$ cat config.mk
export PLATFORM = sky130hd
export DESIGN_NAME = line_rasterizer_core
export DESIGN_NICKNAME = d
export VERILOG_FILES = /design/src/hw/rtl/lr_pkg.sv /design/src/hw/rtl/line_rasterizer_core.sv /design/src/hw/rtl/lr_front.sv /design/src/hw/rtl/lr_queue.sv /design/src/hw/rtl/lr_back.sv
export SDC_FILE = /design/constraint.sdc
export NUM_CORES = 1
export LEC_CHECK = 0
export ABC_CLOCK_PERIOD_IN_PS = 16100
export BUFFER_PORTS_ARGS = -buffer_cell sky130_fd_sc_hd__buf_2
export CORE_UTILIZATION = 55
export DETAILED_ROUTE_END_ITERATION = 10
export PLACE_DENSITY = 0.73
export SYNTH_ARGS = -nofsm -noshare
export SYNTH_HDL_FRONTEND = slang
export SYNTH_SLANG_ARGS = --single-unit
$ cat constraint.sdc
create_clock -name clk -period 16.1 [get_ports clk]
set_clock_uncertainty 0.2 [all_clocks]
set_input_delay 1.61 -clock clk [delete_from_list [all_inputs] [get_ports clk]]
set_output_delay 1.61 -clock clk [all_outputs]
set_load 0.02 [all_outputs]
$ cat src/hw/rtl/lr_pkg.sv
// ----------------------------------------------------------------------------
// lr_pkg
// Shared constants, command codes and sizing helpers for the line rasterizer.
// ----------------------------------------------------------------------------
`default_nettype none

package lr_pkg;

  // default coordinate width
  localparam int COORD_BITS_DEF = 12;

  // entries in the queue between front and back
  localparam int QUEUE_DEPTH = 2;

  typedef enum logic {
    OP_START = 1'b0,
    OP_STEP  = 1'b1
  } op_e;

  // width of one decoded command:
  // op + x + y + err (c+3) + inc_minor (c+3) + inc_major (c+2) + steps + 3 flags
  function automatic int cmd_width(input int c);
    return 6 * c + 12;
  endfunction

endpackage

`default_nettype wire

$ cat src/hw/rtl/line_rasterizer_core.sv
// ----------------------------------------------------------------------------
// line_rasterizer_core
// Integer line rasterizer for all octants, one pixel per unstalled clock.
// ----------------------------------------------------------------------------
// A start beat (op = 0) loads both endpoints and yields the first pixel; each
// step beat (op = 1) yields the next pixel, with last set on the far endpoint.
// A step with no line in progress yields nothing, and a start abandons any
// line in progress. While the output is not stalled, the block takes one beat
// every clock and gives one pixel every clock: the front does the line setup
// in the input cycle, a two-entry command queue holds it, and the back updates
// the error term and position once per cycle into the output register. Each
// input beat is registered in the queue and then in the output register.
// ----------------------------------------------------------------------------
`default_nettype none

module line_rasterizer_core #(
  parameter int COORD_BITS = lr_pkg::COORD_BITS_DEF
) (
  input  wire logic                  clk,
  input  wire logic                  rst,
  input  wire logic                  in_valid,
  output logic                       in_ready,
  input  wire logic                  op,
  input  wire logic [COORD_BITS-1:0] x_start,
  input  wire logic [COORD_BITS-1:0] y_start,
  input  wire logic [COORD_BITS-1:0] x_end,
  input  wire logic [COORD_BITS-1:0] y_end,
  output logic                       out_valid,
  input  wire logic                  out_ready,
  output logic      [COORD_BITS-1:0] pixel_x,
  output logic      [COORD_BITS-1:0] pixel_y,
  output logic                       last
);

  localparam int CMD_W = lr_pkg::cmd_width(COORD_BITS);

  logic [CMD_W-1:0] front_cmd;
  logic [CMD_W-1:0] back_cmd;
  logic             q_full;
  logic             q_empty;
  logic             q_pop;
  logic             q_push;

  assign in_ready = !q_full;
  assign q_push   = in_valid && !q_full;

  lr_front #(
    .COORD_BITS (COORD_BITS)
  ) u_front (
    .op      (op),
    .x_start (x_start),
    .y_start (y_start),
    .x_end   (x_end),
    .y_end   (y_end),
    .cmd     (front_cmd)
  );

  lr_queue #(
    .WIDTH (CMD_W)
  ) u_queue (
    .clk     (clk),
    .rst     (rst),
    .push    (q_push),
    .wr_data (front_cmd),
    .pop     (q_pop),
    .rd_data (back_cmd),
    .full    (q_full),
    .empty   (q_empty)
  );

  lr_back #(
    .COORD_BITS (COORD_BITS)
  ) u_back (
    .clk       (clk),
    .rst       (rst),
    .cmd       (back_cmd),
    .empty     (q_empty),
    .pop       (q_pop),
    .out_valid (out_valid),
    .out_ready (out_ready),
    .pixel_x   (pixel_x),
    .pixel_y   (pixel_y),
    .last      (last)
  );

endmodule

`default_nettype wire

$ cat src/hw/rtl/lr_front.sv
// ----------------------------------------------------------------------------
// lr_front
// Accepts input beats and classifies them. A start beat is turned into the
// full line setup: deltas, step directions, major axis and error terms.
// ----------------------------------------------------------------------------
`default_nettype none

module lr_front #(
  parameter int COORD_BITS = lr_pkg::COORD_BITS_DEF
) (
  input  wire logic                                   op,
  input  wire logic [COORD_BITS-1:0]                  x_start,
  input  wire logic [COORD_BITS-1:0]                  y_start,
  input  wire logic [COORD_BITS-1:0]                  x_end,
  input  wire logic [COORD_BITS-1:0]                  y_end,
  output logic      [lr_pkg::cmd_width(COORD_BITS)-1:0] cmd
);

  localparam int ERR_W = COORD_BITS + 3;
  localparam int INC_W = COORD_BITS + 2;

  typedef struct packed {
    lr_pkg::op_e             op;
    logic [COORD_BITS-1:0]   x;
    logic [COORD_BITS-1:0]   y;
    logic signed [ERR_W-1:0] err;
    logic signed [ERR_W-1:0] inc_minor;
    logic [INC_W-1:0]        inc_major;
    logic [COORD_BITS-1:0]   steps;
    logic                    x_neg;
    logic                    y_neg;
    logic                    x_maj;
  } cmd_t;

  cmd_t                  c;
  logic                  x_neg;
  logic                  y_neg;
  logic                  x_maj;
  logic [COORD_BITS-1:0] dx;
  logic [COORD_BITS-1:0] dy;
  logic [COORD_BITS-1:0] dmaj;
  logic [COORD_BITS-1:0] dmin;

  always_comb begin
    x_neg = x_end < x_start;
    y_neg = y_end < y_start;
    dx    = x_neg ? (x_start - x_end) : (x_end - x_start);
    dy    = y_neg ? (y_start - y_end) : (y_end - y_start);
    // equal deltas go to y
    x_maj = dx > dy;
    dmaj  = x_maj ? dx : dy;
    dmin  = x_maj ? dy : dx;

    c.op        = lr_pkg::op_e'(op);
    c.x         = x_start;
    c.y         = y_start;
    c.err       = ERR_W'({2'b00, dmin, 1'b0}) - ERR_W'({3'b000, dmaj});
    c.inc_minor = ERR_W'({2'b00, dmin, 1'b0}) - ERR_W'({2'b00, dmaj, 1'b0});
    c.inc_major = {1'b0, dmin, 1'b0};
    c.steps     = dmaj;
    c.x_neg     = x_neg;
    c.y_neg     = y_neg;
    c.x_maj     = x_maj;
  end

  assign cmd = c;

endmodule

`default_nettype wire

$ cat src/hw/rtl/lr_queue.sv
// ----------------------------------------------------------------------------
// lr_queue
// Small register queue of decoded commands between front and back.
// ----------------------------------------------------------------------------
`default_nettype none

module lr_queue #(
  parameter int WIDTH = lr_pkg::cmd_width(lr_pkg::COORD_BITS_DEF)
) (
  input  wire logic             clk,
  input  wire logic             rst,
  input  wire logic             push,
  input  wire logic [WIDTH-1:0] wr_data,
  input  wire logic             pop,
  output logic      [WIDTH-1:0] rd_data,
  output logic                  full,
  output logic                  empty
);

  localparam int DEPTH = lr_pkg::QUEUE_DEPTH;
  localparam int PTR_W = (DEPTH > 1) ? $clog2(DEPTH) : 1;
  localparam int CNT_W = $clog2(DEPTH + 1);

  logic [WIDTH-1:0] entry [DEPTH];
  logic [PTR_W-1:0] wr_ptr;
  logic [PTR_W-1:0] rd_ptr;
  logic [CNT_W-1:0] count;

  assign full    = count == CNT_W'(DEPTH);
  assign empty   = count == '0;
  assign rd_data = entry[rd_ptr];

  always_ff @(posedge clk) begin
    if (push) begin
      entry[wr_ptr] <= wr_data;
    end
  end

  always_ff @(posedge clk) begin
    if (rst) begin
      wr_ptr <= '0;
      rd_ptr <= '0;
      count  <= '0;
    end else begin
      if (push) begin
        wr_ptr <= (wr_ptr == PTR_W'(DEPTH - 1)) ? '0 : wr_ptr + 1'b1;
      end
      if (pop) begin
        rd_ptr <= (rd_ptr == PTR_W'(DEPTH - 1)) ? '0 : rd_ptr + 1'b1;
      end
      unique case ({push, pop})
        2'b10:   count <= count + 1'b1;
        2'b01:   count <= count - 1'b1;
        default: count <= count;
      endcase
    end
  end

  a_count_bound: assert property (@(posedge clk) disable iff (rst)
    count <= CNT_W'(DEPTH))
    else $error("queue count above depth");

  a_count_grow: assert property (@(posedge clk) disable iff (rst)
    (push && !pop) |=> count == $past(count) + 1'b1)
    else $error("queue count did not grow on push");

  a_no_underflow: assert property (@(posedge clk) disable iff (rst)
    !(pop && empty))
    else $error("pop from empty queue");

endmodule

`default_nettype wire

$ cat src/hw/rtl/lr_back.sv
// ----------------------------------------------------------------------------
// lr_back
// Holds the line state and carries out one command per unstalled cycle into
// an output register: a start loads the line, a step advances one pixel.
// ----------------------------------------------------------------------------
`default_nettype none

module lr_back #(
  parameter int COORD_BITS = lr_pkg::COORD_BITS_DEF
) (
  input  wire logic                                   clk,
  input  wire logic                                   rst,
  input  wire logic [lr_pkg::cmd_width(COORD_BITS)-1:0] cmd,
  input  wire logic                                   empty,
  output logic                                        pop,
  output logic                                        out_valid,
  input  wire logic                                   out_ready,
  output logic      [COORD_BITS-1:0]                  pixel_x,
  output logic      [COORD_BITS-1:0]                  pixel_y,
  output logic                                        last
);

  localparam int ERR_W = COORD_BITS + 3;
  localparam int INC_W = COORD_BITS + 2;

  typedef struct packed {
    lr_pkg::op_e             op;
    logic [COORD_BITS-1:0]   x;
    logic [COORD_BITS-1:0]   y;
    logic signed [ERR_W-1:0] err;
    logic signed [ERR_W-1:0] inc_minor;
    logic [INC_W-1:0]        inc_major;
    logic [COORD_BITS-1:0]   steps;
    logic                    x_neg;
    logic                    y_neg;
    logic                    x_maj;
  } cmd_t;

  cmd_t c;
  assign c = cmd;

  // line state
  logic                    active;
  logic [COORD_BITS-1:0]   cur_x;
  logic [COORD_BITS-1:0]   cur_y;
  logic signed [ERR_W-1:0] err_term;
  logic signed [ERR_W-1:0] inc_minor_step;
  logic [INC_W-1:0]        inc_major_only;
  logic [COORD_BITS-1:0]   steps_left;
  logic                    x_negative;
  logic                    y_negative;
  logic                    x_major;

  logic                    err_ge;
  logic                    move_x;
  logic                    move_y;
  logic [COORD_BITS-1:0]   x_next;
  logic [COORD_BITS-1:0]   y_next;
  logic signed [ERR_W-1:0] err_next;
  logic [COORD_BITS-1:0]   steps_next;

  assign pop = !empty && (!out_valid || out_ready);

  always_comb begin
    err_ge     = !err_term[ERR_W-1];
    move_x     = x_major || err_ge;
    move_y     = !x_major || err_ge;
    x_next     = move_x ? (x_negative ? cur_x - 1'b1 : cur_x + 1'b1) : cur_x;
    y_next     = move_y ? (y_negative ? cur_y - 1'b1 : cur_y + 1'b1) : cur_y;
    err_next   = err_ge ? err_term + inc_minor_step
                        : err_term + ERR_W'({1'b0, inc_major_only});
    steps_next = steps_left - 1'b1;
  end

  always_ff @(posedge clk) begin
    if (rst) begin
      active    <= 1'b0;
      out_valid <= 1'b0;
    end else begin
      // a popped start, or a step on a live line, fills the output register
      if (pop && (c.op == lr_pkg::OP_START || active)) begin
        out_valid <= 1'b1;
      end else if (out_ready) begin
        out_valid <= 1'b0;
      end
      if (pop) begin
        unique case (c.op)
          lr_pkg::OP_START: begin
            active <= c.steps != '0;
          end
          lr_pkg::OP_STEP: begin
            if (active) begin
              active <= steps_next != '0;
            end
          end
          default: begin
            active <= active;
          end
        endcase
      end
    end
  end

  always_ff @(posedge clk) begin
    if (pop) begin
      unique case (c.op)
        lr_pkg::OP_START: begin
          cur_x          <= c.x;
          cur_y          <= c.y;
          err_term       <= c.err;
          inc_minor_step <= c.inc_minor;
          inc_major_only <= c.inc_major;
          steps_left     <= c.steps;
          x_negative     <= c.x_neg;
          y_negative     <= c.y_neg;
          x_major        <= c.x_maj;
          pixel_x        <= c.x;
          pixel_y        <= c.y;
          last           <= c.steps == '0;
        end
        lr_pkg::OP_STEP: begin
          if (active) begin
            cur_x      <= x_next;
            cur_y      <= y_next;
            err_term   <= err_next;
            steps_left <= steps_next;
            pixel_x    <= x_next;
            pixel_y    <= y_next;
            last       <= steps_next == '0;
          end
        end
        default: begin
          cur_x <= cur_x;
        end
      endcase
    end
  end

  a_active_steps: assert property (@(posedge clk) disable iff (rst)
    active |-> steps_left != '0)
    else $error("active line with no steps left");

  a_idle_step: assert property (@(posedge clk) disable iff (rst)
    (pop && c.op == lr_pkg::OP_STEP && !active) |=> !out_valid)
    else $error("step with no line produced a beat");

  a_start_pixel: assert property (@(posedge clk) disable iff (rst)
    (pop && c.op == lr_pkg::OP_START) |=> (out_valid && pixel_x == $past(c.x)
                                           && pixel_y == $past(c.y)))
    else $error("start did not emit its first pixel");

  a_last_idle: assert property (@(posedge clk) disable iff (rst)
    (out_valid && last) |-> !active)
    else $error("last pixel while line still active");

endmodule

`default_nettype wire

# ---- Word-level counts from Yosys, hierarchy flattened
# Memory sizes are Yosys's and may differ from the RTL's. A register that Yosys moved wholly into a read port is not among the register bits.
# Index checks and enable logic that the tools add are counted.
dict set report totals {
  output_inout_bits 27
  mem_bits_rw 164
  mem_count 1
  register_bits 90
}
dict set report op_classes {
  order_cmp 3
  mux 30
  add_sub_neg 17
  reduce_logical 23
  eq_ne 6
  bitwise_logic 1
}
# name depth width rd rd_clocked_by_memory_dff write_ports line
set memory_table {}
lappend memory_table {u_queue.entry 2 82 1 1 1 lr_queue.sv:24} ;# logic [WIDTH-1:0] entry [DEPTH];
# cell n
set ops {}
lappend ops {{$mux 12} 11}
lappend ops {{$pmux 12 s2} 3}
lappend ops {{$sub 12x12->12} 4}
lappend ops {{$sub 12x1->12 const B} 3}
lappend ops {{$mux 15} 2}
lappend ops {{$pmux 15 s2} 1}
lappend ops {{$add 12x1->12 const B} 2}
lappend ops {{$logic_not 12->1} 2}
lappend ops {{$lt 12x12->1} 2}
lappend ops {{$reduce_bool 12->1} 2}
lappend ops {{$add 15x14->15} 1}
lappend ops {{$add 15x15->15} 1}
lappend ops {{$sub 13x12->14} 1}
lappend ops {{$sub 13x13->14} 1}
lappend ops {{$gt 12x12->1} 1}
lappend ops {{$mux 1} 10}
lappend ops {{$ne 3x3->1 const B} 2}
lappend ops {{$reduce_and 3->1} 2}
lappend ops {{$logic_not 1->1} 5}
lappend ops {{$eq 2x2->1 const B} 2}
lappend ops {{$logic_or 1x1->1} 4}
lappend ops {{$pmux 1 s2} 2}
lappend ops {{$pmux 2 s2} 1}
lappend ops {{$reduce_and 2->1} 2}
lappend ops {{other kinds (9)} 13}

# ---- Longest topological paths before layout
# Gate-level depths: netlist of the first run.
dict set report depth {
  word_depth 5
  ltp_mapped 35
  depth_no_buf 31
}

# ---- Modules after synthesis
# A second synthesis of the first run with hierarchy kept.
dict set report hier_totals {
  cells_unflattened 1394
  area_unflattened_um2 16016.6
}
# module area_each_um2 n_inst seq_area_each_um2 cells_each
set by_module_without_submodules {}
lappend by_module_without_submodules {lr_queue 6256.0 1 5144.9 283}
lappend by_module_without_submodules {lr_back 5380.2 1 2562.5 480}
lappend by_module_without_submodules {lr_front 4370.4 1 0.0 629}
lappend by_module_without_submodules {line_rasterizer_core 10.0 1 0.0 2}

# ---- Worst setup path before layout of the first run
# OpenSTA, ideal clock, no wires.
dict set report synth_timing {
  kind {input port to flip-flop}
  startpoint {input x_end[0]}
  endpoint {memory u_queue.entry[0][54] (netlist bit), data pin}
  cell_stages 32
  arrival_time_ps 8391
  n_path_buf 4
  required_ps 15626
  setup_slack_ps 7235
  path_cell_list {inv_1 > ha_1 > fa_1 > nand2b_2 > a2111oi_4 > o21ai_2 > nand2_1 > inv_1 > or3_1 > o31ai_1 > xor2_1 > inv_1 > ha_1 > nand4_1 > or3_1 > nand2_1 > a2bb2oi_2 > buf_2 > clkbuf_1 > clkbuf_1 > clkbuf_1 > o21ai_0 > ha_1 > a21o_1 > nor4_1 > o311ai_1 > a2111oi_2 > o21ai_1 > a2111o_1 > a41o_1 > a21oi_2 > xor2_1}
}
dict set report synth_between {
  elab_chain_cells 5
}
# item line
set synth_lines {}
lappend synth_lines {{start: declaration} line_rasterizer_core.sv:26} ;# input wire logic [COORD_BITS-1:0] x_end,
lappend synth_lines {{$lt 12x12->1 *} lr_front.sv:45} ;# x_neg = x_end < x_start;
lappend synth_lines {{via front_cmd[2]} line_rasterizer_core.sv:37} ;# logic [CMD_W-1:0] front_cmd;
lappend synth_lines {{$mux 12 *} lr_front.sv:47} ;# dx = x_neg ? (x_start - x_end) : (x_end - x_start);
lappend synth_lines {{$gt 12x12->1} lr_front.sv:50} ;# x_maj = dx > dy;
lappend synth_lines {{$mux 12 *} lr_front.sv:52} ;# dmin = x_maj ? dy : dx;
lappend synth_lines {{via front_cmd[17]} line_rasterizer_core.sv:37}
lappend synth_lines {{$sub 13x12->14 *} lr_front.sv:57} ;# c.err = ERR_W'({2'b00, dmin, 1'b0}) - ERR_W'({3'b000, dmaj});
lappend synth_lines {{via front_cmd[56]} line_rasterizer_core.sv:37}
lappend synth_lines {{end: declaration} lr_queue.sv:24}
# Mark *: on every way through the listed nets, which the timed path passes. The rest lies on a longest branch.

# ---- Worst setup path after layout of the first run
dict set report layout_timing {
  startpoint {input x_start[0]}
  endpoint {memory u_queue.entry[0][54] (netlist bit), data pin}
}
dict set report layout_between {
  elab_chain_cells 5
}
# item line
set layout_lines {}
lappend layout_lines {{start: declaration} line_rasterizer_core.sv:24} ;# input wire logic [COORD_BITS-1:0] x_start,
lappend layout_lines {{$lt 12x12->1 *} lr_front.sv:45}
lappend layout_lines {{via front_cmd[2]} line_rasterizer_core.sv:37}
lappend layout_lines {{$mux 12 *} lr_front.sv:47}
lappend layout_lines {{$gt 12x12->1} lr_front.sv:50}
lappend layout_lines {{$mux 12 (on tied branches)} {lr_front.sv:52, lr_front.sv:51}}
lappend layout_lines {{$sub 13x12->14 *} lr_front.sv:57}
lappend layout_lines {{via front_cmd[56]} line_rasterizer_core.sv:37}
# Marked as above.

==> results of run 1 <==
-- final cells by class --
cell class,instances,area [um^2]
antenna,1,2.50
clock buffer,37,692
clock inverter,9,78.8
fill,2101,9900
inverter,115,433
multi-input combinational,936,6850
sequential,242,7200
tap,335,419
timing repair buffer,91,485
-- cells in the final DEF (no fill, tap or decap), types with 10 or more instances in the layout --
master | netlist | final
a21oi_1 | 108 | 108
a21o_1 | 23 | 23
clkbuf_1 | 25 | 11
nand2_1 | 76 | 76
edfxtp_1 | 235 | 235
mux2_2 | 41 | 41
nand3_1 | 18 | 18
clkbuf_16 | 0 | 26
nor3_1 | 17 | 17
buf_2 | 6 | 79
buf_4 | 0 | 12
a31oi_1 | 10 | 10
ha_1 | 102 | 102
nor2_1 | 105 | 104
xnor2_1 | 53 | 53
or3_1 | 19 | 19
inv_1 | 112 | 112
o21ai_0 | 73 | 73
nand2b_1 | 16 | 16
o21a_1 | 10 | 10
nand4_1 | 11 | 11
a21boi_0 | 10 | 10
nor2b_1 | 16 | 16
xor2_1 | 23 | 23
mux2i_1 | 55 | 54
a211oi_1 | 11 | 11
-- worst max-delay path, delay by kind of cell --
kind | cells | cell delay (ns)
compound gates | 12 | 2.84
xor+xnor | 2 | 0.53
fa+ha+maj | 4 | 1.46
buf+inv | 5 | 1.11
simple gates | 7 | 1.79
-- registers in the layout, summed over array words and instances (netlist names), named ones only --
| name | flops |
|---|---|
| u_back.x_negative | 1 |
| u_queue.entry | 156 |
| u_queue.count | 2 |
| u_back.out_valid | 1 |
| u_back.err_term | 14 |
| u_back.y_negative | 1 |
| u_back.x_major | 1 |
| u_queue.wr_ptr | 1 |
| u_queue.rd_ptr | 1 |
| u_back.inc_minor_step | 13 |
| u_back.pixel_x | 12 |
| u_back.steps_left | 12 |
| u_back.pixel_y | 12 |
| u_back.active | 1 |
| u_back.inc_major_only | 12 |
| u_back.last | 1 |
-- worst paths after layout --
| kind | startpoint | to | slack (ns) | cells after the start |
|---|---|---|---|---|
| worst min register to register | u_back.out_valid$_SDFFE_PP0P_ | u_back.out_valid$_SDFFE_PP0P_ | 0.31 | 2 |
| worst max-delay path | x_start[0] | u_queue.entry[0][54]$_DFFE_PP_ | 6.89 | 30 |
| worst min-delay path | u_back.out_valid$_SDFFE_PP0P_ | u_back.out_valid$_SDFFE_PP0P_ | 0.31 | 2 |
| worst max register to register | u_back.err_term[14]$_DFFE_PP_ | u_back.err_term[13]$_DFFE_PP_ | 11.98 | 17 |
-- metrics by stage --
step                      worst slack, ns  utilization [%]  area, um^2  hold WS (ns)
after detailed placement             6.48             59.0       15400         0.299
after floorplan                      7.24                -       14600         0.266
after CTS                            7.02             62.0       16200         0.313
after global routing                 6.27             62.0       16200         0.356
final                                6.89             62.0       16200         0.311
after global placement               6.79             59.0       15400         0.287
-- kinds of logic after synthesis --
group | after synthesis | synth area share, %
compound gates | 327 | 14.5
xor+xnor | 76 | 4.56
fa+ha+maj | 112 | 9.97
buf+inv | 154 | 4.03
flops | 242 | 49.3
mux | 96 | 6.93
simple gates | 325 | 10.8
-- per-layer routing --
layer / routed length, um / part of all wire, % / vias up / track usage, %
met2: 15700 / 46 / 267 / 40.6
met4: 978 / 2.9 / 2 / 8.34
met3: 1730 / 5.1 / 67 / 3.77
met5: 12 / 0.035 / - / 0
met1: 15600 / 46 / 5150 / 35.6
li1: - / - / 5063 / -
-- where the power goes --
group | internal [uW] | leakage, uW | switching, uW | total, uW
sequential | 1080 | 0.00224 | 92.4 | 1180
combinational | 659 | 0.00378 | 1050 | 1700
clock | 314 | 0.000369 | 235 | 549
total | 2060 | 0.00639 | 1370 | 3430
==> impl_results.md, run 1 <==
- Number of setup buffers added after CTS: 0
- WS Path Type: in2reg
- Total power: 3430 uW
- Max Freq: between 100 and 150 MHz
- I/O Buffers: approximately 80
- Hold Path Class: reg2reg
- Setup violations, final: 0
- Core Footprint: about 0.026 mm^2
- First-pass GRT wire length: 53300 um
- RSZ-0062 raised after global routing: false
- Routed Antenna Nets: 0
- Core Rows: a little under 60
- DR iter-0 viols: around 1k
- Setup_tns: 0 ns
- Critical Path Most Common Cell: inv_1
- Placed cells: 1719
- Synth area leaders: edfxtp_1 (48%), ha_1 (8.7%), mux2i_1 (3.8%)
- CP peak stage delay: 0.47 ns
- Max VDD drop: 0.139 mV
- Critical path required time: between 15 and 20 ns
- Syn nets: 1495
- Status: completed
- IO Count: 80
- Synthesized area: 0.0146 mm^2
- Starting Density: between 50 and 60%
- Pleak: 0.00639 uW
- Antenna violations before repair: 2
- Post-layout min period: 9.21 ns
- Routed vias: 10.5k
- Pins Over Slew Limit: 0
- Clock tree root driver cell: clkbuf_16
- Vias in the first global route: 10.1k
- Final period util: 57.2%
- Sequential share of the synthesized area: 49.3%
- CTS sink cnt: approximately 240
- CTS resizes: 0
- CP max-delay cell: fa_1
- Residual DRC count: 0
- Num CTS Buffers: 26
- Top post-synthesis cells by count: edfxtp_1 (235), inv_1 (112), a21oi_1 (108)
- Crit. End Element: flop
- H-tree levels: 1
- Slew headroom: 35.9%
- CP Max Fanout: 43
- Mean post-synth cell area: 11.0 um^2
- Distinct cells, synth: 81
- Total Wirelength: 34000 um
- Hold buffer count at cts: 0
- FF+latch count, synth: 242
- Drt pass-1 iters: 6
- Clk Latency, worst-skew pair: 0.54 ns
- Die Area: 0.0272 mm^2
- Top-count cell post-synth: edfxtp_1
- Fin. Hold Viols: 0
- GR Overflow Total: 0
- Power density over the cells: ~210 mW/mm^2
- CTS max path bufs: 3
- Share of layout cells above drive strength 1: around an eighth
- Gate Count Post-Synth: approximately 1.3k
- Syn-to-layout area delta: 10.6%
- All-Layer GR Usage: 25.4%
- EDFF count, synth: 235
- Post-synth top area cell: edfxtp_1
- Die Ht: 165 um
- Pin count of the biggest net entering global routing: between 70 and 80
- Top cell type's share of synthesized area: between 40% and 50%
- Final non-filler cell total: roughly 1.8k
- HPWL Detailed: 24500 um
- Worst EP arrival: ~9.4 ns
- Worst slew pin tran: 0.959 ns
- Placer Congestion: 0.923
- Die width: 165 um
- Max Cap Viol: 0
- Vias/cell: around 6
- Final nets: 1575
- Warnings from Yosys: 0
- CTS tree: done
- Worst-path clk slew: 0.06 ns
- Post-synth ARST share: 0%
- WL/cell: 19.3 um
- Crit start category: input pin
- Synth Flop Type: edfxtp_1
Note: power is estimated with default switching activity, not from simulation.
==> run 2, diff against run 1 <==
ABC_CLOCK_PERIOD_IN_PS = 9250   (was 16100)
clock period = 9.25 ns   (was 16.1 ns; I/O delays follow)
==> impl_results.md, run 2 (synthesis gave the netlist of run 1 again) <==
- Routed Antenna Nets: 0 (unchanged)
- IO Count: 80 (unchanged)
- Clk Latency, worst-skew pair: 0.55 ns (was 0.54 ns)
- CTS sink cnt: 242 (unchanged)
- Worst EP arrival: 8.10 ns (was 9.36 ns)
- Die width: 165 um (unchanged)
- Final period util: 86.6%
- Largest Register: u_queue.entry (unchanged)
- Core Footprint: 0.0261 mm^2 (unchanged)
- Largest registers: u_queue.entry: 156 flops, u_back.err_term: 14 flops, u_back.inc_minor_step: 13 flops (unchanged)
- First-pass GRT wire length: 52100 um (was 53300 um)
- Syn-to-layout area delta: 10.9% (was 10.6%)
- Crit. End Element: flop (unchanged)
- Clock share of power: 16.5% (was 16.0%)
- CTS resizes: 0 (unchanged)
- Num CTS Buffers: 27 (was 26)
- Core Rows: 59 (unchanged)
- Power density over the cells: 371 mW/mm^2 (was 212 mW/mm^2)
- HPWL Detailed: 24300 um (was 24500 um)
- Max VDD drop: 0.262 mV (was 0.139 mV)
- Worst path depth: 31 (was 30)
- Max Freq: around 120 MHz
- WS Path Type: in2reg (unchanged)
- Die Area: 0.0272 mm^2 (unchanged)
- Commonest non-fill, non-tap cells in the layout: edfxtp_1 (235), inv_1 (112), a21oi_1 (108) (unchanged)
- DR iter-0 viols: 913 (was 1022)
- All-Layer GR Usage: 24.9% (was 25.4%)
- CP Max Fanout: 21 (was 43)
- Sw Pwr: 2400 uW (was 1370 uW)
- Pin count of the biggest net entering global routing: 76 (was 71)
- Starting Density: 56.1% (unchanged)
- Commonest non-fill, non-tap cell in the layout: edfxtp_1 (unchanged)
- Final nets: 1578 (was 1575)
- H-tree levels: 1 (unchanged)
- Vias in the first global route: 9815 (was 10.1k)
- GR Overflow Total: 0 (unchanged)
- WHS: 0.296 ns (was 0.311 ns)
- Clock tree root driver cell: clkbuf_16 (unchanged)
- Max Cap Viol: 0 (unchanged)
- Hold Path Class: reg2reg (unchanged)
- Number of setup buffers added after CTS: 0 (unchanged)
- Hold buffer count at cts: 0 (unchanged)
- Placer Congestion: 0.909 (was 0.923)
- Slew headroom: 25.3% (was 35.9%)
- I/O Buffers: 79 (unchanged)
- R2r setup slk: 5.15 ns (was 11.98 ns)
- Top Family by Delay on Critical Path: compound AO/OA/AOI/OAI gates (unchanged)
- Antenna violations before repair: 1 (was 2)
- Critical path required time: 9.33 ns (was 16.25 ns)
- Pleak: 0.00643 uW (was 0.00639 uW)
- Post-layout min period: approximately 8 ns
- Post-layout util: 62.2% (was 62.0%)
- CTS max path bufs: 3 (unchanged)
- Sequential share of power: 34.1% (was 34.3%)
- Hold Crit Depth: 2 (unchanged)
- Routed vias: 10.4k (was 10.5k)
- Die Ht: 165 um (unchanged)
- Switching Share: 40.0% (about the same)
- Setup ws final: 1.24 ns (was 6.89 ns)
- Drt pass-1 iters: 5 (was 6)
- Crit start category: input pin (unchanged)
- CP max-delay cell: o311ai_0 (was fa_1)
- Worst slew pin tran: 1.10 ns (was 0.959 ns)
- Setup_tns: 0 ns (unchanged)
- RSZ-0062 raised after global routing: false (unchanged)
- Internal Dissipation: 3600 uW (was 2060 uW)
- Worst slack, placed: 0.850 ns (was 6.48 ns)
- Vias/cell: 5.91 (was 5.97)
- Buf+Inv Stages, Crit Path: 4 (was 5)
- CP peak stage delay: 0.51 ns (was 0.47 ns)
- CTS tree: done (unchanged)
- Comb pwr share: 49.5% (was 49.7%)
- Share of layout cells above drive strength 1: 13.3% (was 12.9%)
- Status: completed (unchanged)
- Worst-path clk slew: 0.06 ns (about the same)
- Max reg flops: 156 (unchanged)
- Fin. Hold Viols: 0 (unchanged)
- Total Wirelength: 33500 um (was 34000 um)
- Pins Over Slew Limit: 0 (unchanged)
- Setup violations, final: 0 (unchanged)
- Residual DRC count: 0 (unchanged)
- Worst r2r path cells: 17 (unchanged)
- WL/cell: 19.0 um (was 19.3 um)
run 2: cell types whose count changed in the layout (fill, tap and decap cells not counted), sizes merged:
cell	change
clkinv	+4
clkbuf	-6
buf	+2
inv	+1
run 2: power by group through the flow:
stage	clock, uW	sequential [uW]	combinational, uW
after floorplan	0	2060	2150
after global placement	0	2050	2860
after detailed placement	0	2070	2940
after CTS	1000	2050	2970
after global routing	1040	2080	3280
final	989	2050	2970
run 2: worst register-to-register path, delay by kind of cell, from the launching register on:
| kind | cells | cell delay (ns) |
|---|---|---|
| compound gates | 9 | 1.81 |
| buf+inv | 2 | 0.33 |
| xor+xnor | 1 | 0.14 |
| fa+ha+maj | 2 | 0.40 |
| flops | 1 | 0.32 |
| simple gates | 2 | 0.18 |
| mux | 1 | 0.41 |
run 2: final timing paths:
| check | start | end |
|---|---|---|
| max | y_end[0] | u_queue.entry[1][53]$_DFFE_PP_ |
| min | u_back.out_valid$_SDFFE_PP0P_ | u_back.out_valid$_SDFFE_PP0P_ |
| max reg2reg | u_back.err_term[14]$_DFFE_PP_ | u_back.err_term[13]$_DFFE_PP_ |
| min reg2reg | u_back.out_valid$_SDFFE_PP0P_ | u_back.out_valid$_SDFFE_PP0P_ |
run 2: routing by layer:
metal | vias to the layer above | global-route usage (%) | share of wire [%]
met1 | 5052 | 35.2 | 47
met4 | 0 | 6.59 | 2.3
met2 | 271 | 40.2 | 46
li1 | 5074 | - | -
met3 | 51 | 3.31 | 5.4
met5 | - | 0 | 0
run 2: per-stage QoR:
step	cell area (um^2)	total power, uW	cells
floorplan	14600	4210	1332
global placement	15400	4910	1721
detailed placement	15400	5010	1721
CTS	16200	6020	1766
global route	16200	6410	1767
finish	16200	6010	1767
run 2: area by class of cell:
type                       count  area, um^2
clock buffer                  31         691
timing repair buffer          93         500
multi-input combinational    936        6850
antenna                        1        2.50
fill                        2090        9850
tap                          335         419
sequential                   242        7200
clock inverter                14         113
inverter                     115         433
